`src/lpc_pkg.sv`:
```
// Shared types and constants for the LRU page cache.
`timescale 1ns / 1ps
package lpc_pkg;

  localparam int MAX_SLOTS_DEF = 1024;
  localparam int PAGE_BITS_DEF = 31;

  localparam int PAGE_IN_W  = 31;
  localparam int SLOTS_W    = 11;
  localparam int CNT_W      = 32;
  localparam int CFG_ADDR_W = 3;
  localparam int CFG_DATA_W = 32;
  localparam int REG_IDX_W  = CFG_ADDR_W - 2;

  localparam logic [SLOTS_W-1:0]   SLOTS_RESET  = 11'd1024;
  localparam logic [REG_IDX_W-1:0] REG_SLOTS    = 1'b0;
  localparam logic [CNT_W-1:0]     CNT_SATURATE = '1;

  typedef enum logic [1:0] {
    ST_IDLE,
    ST_SCAN,
    ST_FINISH,
    ST_RESULT
  } state_t;

  typedef struct packed {
    logic                 hit;
    logic                 evicted_valid;
    logic [PAGE_IN_W-1:0] evicted_page;
    logic [CNT_W-1:0]     hit_total;
    logic [CNT_W-1:0]     access_total;
  } result_t;

endpackage

```
`src/lpc_cfg.sv`:
```
// Register port holding the active slot count.
`timescale 1ns / 1ps
module lpc_cfg (
  input  logic                            clk,
  input  logic                            rst,
  input  logic                            psel,
  input  logic                            penable,
  input  logic                            pwrite,
  input  logic [lpc_pkg::CFG_ADDR_W-1:0]  paddr,
  input  logic [lpc_pkg::CFG_DATA_W-1:0]  pwdata,
  output logic [lpc_pkg::CFG_DATA_W-1:0]  prdata,
  output logic                            pready,
  output logic [lpc_pkg::SLOTS_W-1:0]     slots_in_use
);
  import lpc_pkg::*;

  logic [REG_IDX_W-1:0] reg_idx;
  logic                 wr_en;

  assign reg_idx = paddr[CFG_ADDR_W-1:2];
  assign pready  = 1'b1;
  assign wr_en   = psel && penable && pwrite && pready;

  always_ff @(posedge clk) begin
    if (rst) begin
      slots_in_use <= SLOTS_RESET;
    end else if (wr_en && reg_idx == REG_SLOTS) begin
      slots_in_use <= pwdata[SLOTS_W-1:0];
    end
  end

  always_comb begin
    prdata = '0;
    if (reg_idx == REG_SLOTS) begin
      prdata = CFG_DATA_W'(slots_in_use);
    end
  end

endmodule

```
`config.mk`:
```
export PLATFORM = sky130hd
export DESIGN_NAME = lpc_cfg
export DESIGN_NICKNAME = d
export VERILOG_FILES = /design/src/lpc_pkg.sv /design/src/lpc_cfg.sv
export SDC_FILE = /design/constraint.sdc
export NUM_CORES = 1
export LEC_CHECK = 0
export BUFFER_PORTS_ARGS = -buffer_cell sky130_fd_sc_hd__buf_2
export CAP_MARGIN = 20
export CORE_UTILIZATION = 33
export CTS_CLUSTER_DIAMETER = 80
export DETAILED_ROUTE_END_ITERATION = 16
export GPL_TIMING_DRIVEN = 0
export HOLD_SLACK_MARGIN = 0.06
export PLACE_DENSITY = 0.76
export SYNTH_ARGS = -nofsm -noshare
export SYNTH_HDL_FRONTEND = slang
export SYNTH_SLANG_ARGS = --single-unit
```
`constraint.sdc`:
```
create_clock -name clk -period 1.1 [get_ports clk]
set_clock_uncertainty 0.1 [all_clocks]
set_input_delay 0.22 -clock clk [delete_from_list [all_inputs] [get_ports clk]]
set_output_delay 0.22 -clock clk [all_outputs]
set_load 0.01 [all_outputs]
```
==> results.md, run 1 <==
* Outcome: finished with violations
* Failing checks: negative setup slack
* CP required at 0.78 ns
* Drt wl/cell at 9.14 um
* Pwr dens at 748 nW/um^2
* Endpoints failing setup at 14
* Synth Cell Area at 752 um^2
* RSZ-0062 raised after global routing: yes
* Initial Util at 36.8%
* Non-Filler Instances at 180
* Fin worst setup slack at -0.0711 ns
* GR Util All Layers at 12.5%
* Most flops, register: slots_in_use
* Post-Route Utilization at 60.3%
* Startpoint types: flip-flop
* Clock buffer depth at 2
* Die Y at 49.7 um
* Die Span X at 49.7 um
* Die area at 2470 um^2
* Clock Sinks at 11
* Antenna Cells at 0
* Largest regs: slots_in_use x11
* CP max-delay cell: dfxtp_2
* Port buffer count at 38
* # IOs at 84
* R2R setup slack at 0.23 ns
* Crit path max-delay family: flip-flops
* Cells along the critical path: nor2b_1, buf_2
* Placed Cells incl. Taps at 169
* DR pass1 iterations at 4
* Fillers at 202
* Multi-input logic area at 439 um^2
* Nets at 194
* Worst-path maximum fanout at 3
* H-tree Lvls at 1
* Post-route ant nets at 0
* Area Growth Syn to Fin at 63.7%
* Max Cap Viol at 0
* Ys Warns at 0
* Peak supply drop at 0.000642 V
* Worst Path Buf+Inv at 1
* DRC violation count after routing at 0
* Final WL at 1650 um
* Library cells used by synthesis at 12
* Synth Area per Inst at 8.95 um^2
* Root Driver: clkbuf_4
* Worst hold path startpoint: pwdata[7]
* Sequential cell area at 234 um^2
* LEAKAGE at 0.638 nW
* Final Hold Fails at 0
* CTS hold repair buffers at 0
* Cells after Synth at 84
* Worst slack, placed at -0.0960 ns
* Initial antenna violation count at 0
* #FFs+latches synth at 11
* CP Capture Type: output pin
* Gr ovfl total at 0
* Max Slew Vio Count at 0
* Clock buffer count from CTS at 3
* First-pass GRT wire length at 2350 um
* CP arrival at 0.85 ns
* Via density per instance at 3.81
* Clock period minus final worst setup slack at 1.17 ns
* Clk slew on worst S/H paths at 0.07 ns
* Max Freq at 854 MHz
* Worst R2R Start: slots_in_use[4]$_SDFFE_PP0P_
* Slowest cell delay on critical path at 0.34 ns
* WS Path Type: reg2out
* Share of cells above drive strength 1 at 57.5%
* Post-detail-place hpwl at 1200 um
* Clk_lat worst skew at 0.26 ns
* Final period util at 106%
* Sequential fraction of the synthesis area at 29.3%
* Core Rows at 16
* Crit path from: slots_in_use[3]$_SDFFE_PP0P_
* RD Place Congestion at 0.641
* Core area at 2040 um^2
* TritonCTS clock tree: done
* Max reg flops at 11
* Starting DRT DRC Count at 4
* Min-delay worst type: in2reg
* Largest net degree at the start of global routing at 11
* Vias in the first global route at 576
* Via count at 685
synthesized netlist by cell type:
cell | n | share of area (%)
buf_2 | 1 | 0.66
and2b_1 | 1 | 1.0
mux2i_1 | 11 | 15
nor2_1 | 2 | 1.0
buf_12 | 1 | 2.7
nand2b_1 | 20 | 17
dfxtp_1 | 11 | 29
and4b_4 | 1 | 1.8
buf_4 | 22 | 22
nor2b_1 | 10 | 8.3
clkbuf_1 | 2 | 1.0
conb_1 | 2 | 1.0
metal layers:
| metal | vias up | track usage [%] | share of wire (%) |
|---|---|---|---|
| met3 | 0 | 4.32 | 10 |
| met2 | 38 | 23.4 | 52 |
| li1 | 356 | - | - |
| met5 | - | 0 | 0 |
| met1 | 291 | 13.2 | 38 |
| met4 | 0 | 2.86 | 0 |
per-stage QoR:
step                      area [um^2]  hold WS (ns)  setup TNS, ns  power [mW]
after global placement           1050         0.367         -0.637       0.627
after CTS                        1150        0.0974         -0.955       0.917
final                            1230         0.102         -0.752       0.921
after global routing             1230         0.101          -1.30       0.970
after floorplan                   827         0.275              0       0.575
after detailed placement         1050         0.381         -0.808       0.631
cell families after synthesis:
kind of cell           Yosys count  synth area share [%]
flip-flops                      11                  29.3
buffers and inverters           26                  26.3
AND/OR/NAND/NOR                 34                  28.8
other                            2                 0.999
multiplexers                    11                  14.6
report_power, final:
group	leakage [nW]	switching, mW	internal (mW)
logic	0.529	0.103	0.130
clock network	0.0150	0.134	0.140
registers	0.0935	0.00596	0.408
total	0.638	0.242	0.679
layout by cell type, fill, tap and decap left out, types with 2 or more instances in the layout:
master / count
buf_2: 31
buf_4: 26
conb_1: 22
nand2b_1: 20
mux2i_1: 11
dfxtp_2: 11
buf_6: 10
nor2b_1: 6
clkbuf_4: 4
nor2b_4: 4
clkbuf_1: 3
nor2_1: 2
final timing paths:
check	endpoint	depth (start not counted)
setup / recovery	prdata[3]	2
hold / removal	slots_in_use[7]$_SDFFE_PP0P_	3
setup reg to reg	slots_in_use[4]$_SDFFE_PP0P_	4
hold reg to reg	slots_in_use[7]$_SDFFE_PP0P_	2
worst reg2reg max path, stage by stage, from the launching register on:
cell      delay, ns
dfxtp_2        0.33
buf_6          0.11
buf_4          0.12
nand2b_1       0.05
mux2i_1        0.06
area by class of cell:
cell class	count	area share (%)
multi-input cells	67	35.7
repair buffers	45	24.2
flip-flops and latches	11	19.0
plain buffers	26	16.3
well taps	27	2.74
clock buffers	4	2.13
what timing repair did:
item	4_1_cts	5_1_grt
buffers inserted	5	2
setup endpoints to repair	11	14
gates resized for setup	16	12
hold endpoints to repair	0	0
No activity file was read; power rests on OpenSTA's default activity.
==> run 2: changes to the inputs <==
Settings changed: GPL_TIMING_DRIVEN 0 to default.
==> run 2 against run 1 <==
Against the previous run:
- the run still ends with negative setup slack left
- setup slack lost 0.028 ns
- register-to-register slack gained 0.10 ns
- utilization shrank 10 points
- hold slack lost 0.0056 ns
- cell area shrank 17%
- global-route usage is essentially flat
- total power shrank 7.5%
- maximum frequency shrank 2.3%
- via count shrank 11%
- non-clock buffer count shrank 26
- critical path depth is the same
- sequential share of layout area grew 3.9 points
- critical path type unchanged
- largest cell class is now multi-input combinational cells
- highest routed layer unchanged
==> results.md, run 2 (same netlist as run 1, synthesis figures left out) <==
* Outcome: finished with violations
* Failing checks: negative setup slack
* Final Hold Fails at 0 (unchanged)
* Endpoints failing setup at 17 (+3)
* Min-delay worst type: in2reg
* Die area at 2470 um^2 (unchanged)
* CP required at 0.78 ns (about the same)
* Pwr dens at 833 nW/um^2 (+11%)
* Initial antenna violation count at 0 (unchanged)
* Port buffer count at 38 (unchanged)
* Initial Util at 36.8% (unchanged)
* Cells along the critical path: nor2b_4, buf_6
* Fillers at 202 (unchanged)
* RD Place Congestion at 0.637 (-0.64%)
* CP arrival at 0.88 ns (+0.03 ns)
* Clock buffer count from CTS at 3 (unchanged)
* CTS hold repair buffers at 0 (unchanged)
* Core area at 2040 um^2 (unchanged)
* Worst R2R Path Depth at 3 (-1)
* Non-Filler Instances at 154 (-14%)
* Nets at 168 (-13%)
* Most frequent cells in the layout: buf_2 (31), conb_1 (22), nand2b_1 (20), buf_6 (13)
* Internal power at 0.624 mW (-8.1%)
* Placed Cells incl. Taps at 144 (-15%)
* Vias in the first global route at 537 (-6.8%)
* LEAKAGE at 0.505 nW (-21%)
* Share of cells above drive strength 1 at 48.8% (-8.7 points)
* DR pass1 iterations at 4 (unchanged)
* Clock buffer depth at 2 (unchanged)
* Met1 usage at 12.3% (-0.87 points)
* Clock period minus final worst setup slack at 1.20 ns (+0.0279 ns)
* Sequential share of power at 48.6% (+3.6 points)
* Final WL at 1410 um (-14%)
* Post-detail-place hpwl at 1010 um (-16%)
* Met2 usage at 24.8% (+1.4 points)
* Final period util at 109% (+2.5 points)
* Clock Sinks at 11 (unchanged)
* Area Growth Syn to Fin at 35.9%
* Max Slew Vio Count at 0 (unchanged)
* WS Path Type: reg2out
* Startpoint types: flip-flop
* Most flops, register: slots_in_use
* Sw Ratio at 26.8% (+0.45 points)
* Post-route ant nets at 0 (unchanged)
* Antenna Cells at 0 (unchanged)
* # IOs at 84 (unchanged)
* Largest net degree at the start of global routing at 23 (+12)
* Worst-path maximum fanout at 2 (-1)
* Clk_lat worst skew at 0.26 ns (about the same)
* RSZ-0062 raised after global routing: yes
* Via count at 609 (-11%)
* GR Util All Layers at 12.5% (-0.040 points)
* Worst R2R Start: slots_in_use[2]$_SDFFE_PP0P_
* First-pass GRT wire length at 2290 um (-2.6%)
* Largest regs: slots_in_use x11
* Die Y at 49.7 um (unchanged)
* Slowest cell delay on critical path at 0.35 ns (about the same)
* Max Cap Viol at 0 (unchanged)
* Hold slack at 0.0968 ns (-0.00559 ns)
* Post-Route Utilization at 50.1% (-10 points)
* Sw Pwr at 0.228 mW (-5.9%)
* H-tree Lvls at 1 (unchanged)
* Worst hold path startpoint: pwdata[2]
* Fin worst setup slack at -0.0990 ns (-0.0279 ns)
* Max Freq at 834 MHz (-2.3%)
* CP max-delay cell: dfxtp_2
* Met3 GRT Util at 3.70% (-0.62 points)
* Hold Path Depth at 3 (unchanged)
* Via density per instance at 3.95 (+3.9%)
* Worst r2r dst: slots_in_use[2]$_SDFFE_PP0P_
* Part of the power in the clock network at 32.2% (+2.5 points)
* R2R setup slack at 0.33 ns (+0.10 ns)
* TritonCTS clock tree: done
* Clk slew on worst S/H paths at 0.08 ns (about the same)
* Root Driver: clkbuf_4
* Endpoint, Worst Hold: slots_in_use[2]$_SDFFE_PP0P_
* Setup TNS at -0.924 ns (-0.172 ns)
* Top Usage Layer GRT: met2
* Gr ovfl total at 0 (unchanged)
* Starting DRT DRC Count at 2 (-2)
* Die Span X at 49.7 um (unchanged)
* Drt wl/cell at 9.18 um (+0.41%)
* Most common cell after layout, fill and taps aside: buf_2
* CP Capture Type: output pin
* Max reg flops at 11 (unchanged)
* DRC violation count after routing at 0 (unchanged)
* Gate power share at 19.1% (-6.2 points)
* Peak supply drop at 0.000514 V (-20%)
* Core Rows at 16 (unchanged)
run 2: cell count changes in the layout (fill, tap and decap cells not counted), sizes merged:
cell,change
buf,-23
clkbuf,-3
run 2: final cells by class:
cell class,count,area (um^2),area share [%]
clock buffers,4,26.3,2.57
flip-flops and latches,11,234,22.9
well taps,27,33.8,3.30
multi-input cells,67,419,41.0
repair buffers,45,309,30.2
run 2: power by group through the flow:
stage / registers, mW / clock network (mW) / logic (mW)
finish: 0.414 / 0.275 / 0.163
CTS: 0.414 / 0.285 / 0.157
global placement: 0.421 / 0 / 0.141
floorplan: 0.426 / 0 / 0.150
global route: 0.415 / 0.309 / 0.181
detailed placement: 0.421 / 0 / 0.144
run 2: worst max-delay path by stage:
stage / startpoint / to / slack, ns / cells after the start
floorplan: paddr[2] / slots_in_use[0]$_SDFFE_PP0P_ / 0.09 / 3
CTS: slots_in_use[3]$_SDFFE_PP0P_ / prdata[3] / -0.08 / 2
global placement: paddr[2] / slots_in_use[7]$_SDFFE_PP0P_ / -0.08 / 3
global route: slots_in_use[2]$_SDFFE_PP0P_ / prdata[2] / -0.14 / 2
finish: slots_in_use[2]$_SDFFE_PP0P_ / prdata[2] / -0.1 / 2
detailed placement: paddr[2] / slots_in_use[8]$_SDFFE_PP0P_ / -0.1 / 3
run 2: what timing repair did:
item                                    in CTS  in global routing
hold endpoints to repair                     0                  0
setup buffers                                4                  2
pin swaps                                    0                  0
endpoints found under the setup margin      11                 15
gates cloned                                 0                  0
resized for setup                           20                  6
run 2: routing by layer:
layer / share of wire [%] / wire length, um
met1: 38 / 536
met2: 55 / 772
met3: 7.5 / 106
met4: 0 / 0
met5: 0 / 0
run 2: worst max-delay path, delay by kind of cell, from the launching register on:
| kind | cells | cell delay, ns |
|---|---|---|
| buffers and inverters | 1 | 0.11 |
| DFF | 1 | 0.35 |
| and+or+nand+nor | 1 | 0.16 |
run 2: through the flow:
| step | power [mW] | worst slack, ns | cell area [um^2] |
|---|---|---|---|
| floorplan | 0.575 | 0.0870 | 827 |
| global route | 0.906 | -0.137 | 1020 |
| finish | 0.852 | -0.0990 | 1020 |
| detailed placement | 0.565 | -0.0985 | 861 |
| global placement | 0.562 | -0.0785 | 861 |
| CTS | 0.856 | -0.0815 | 981 |
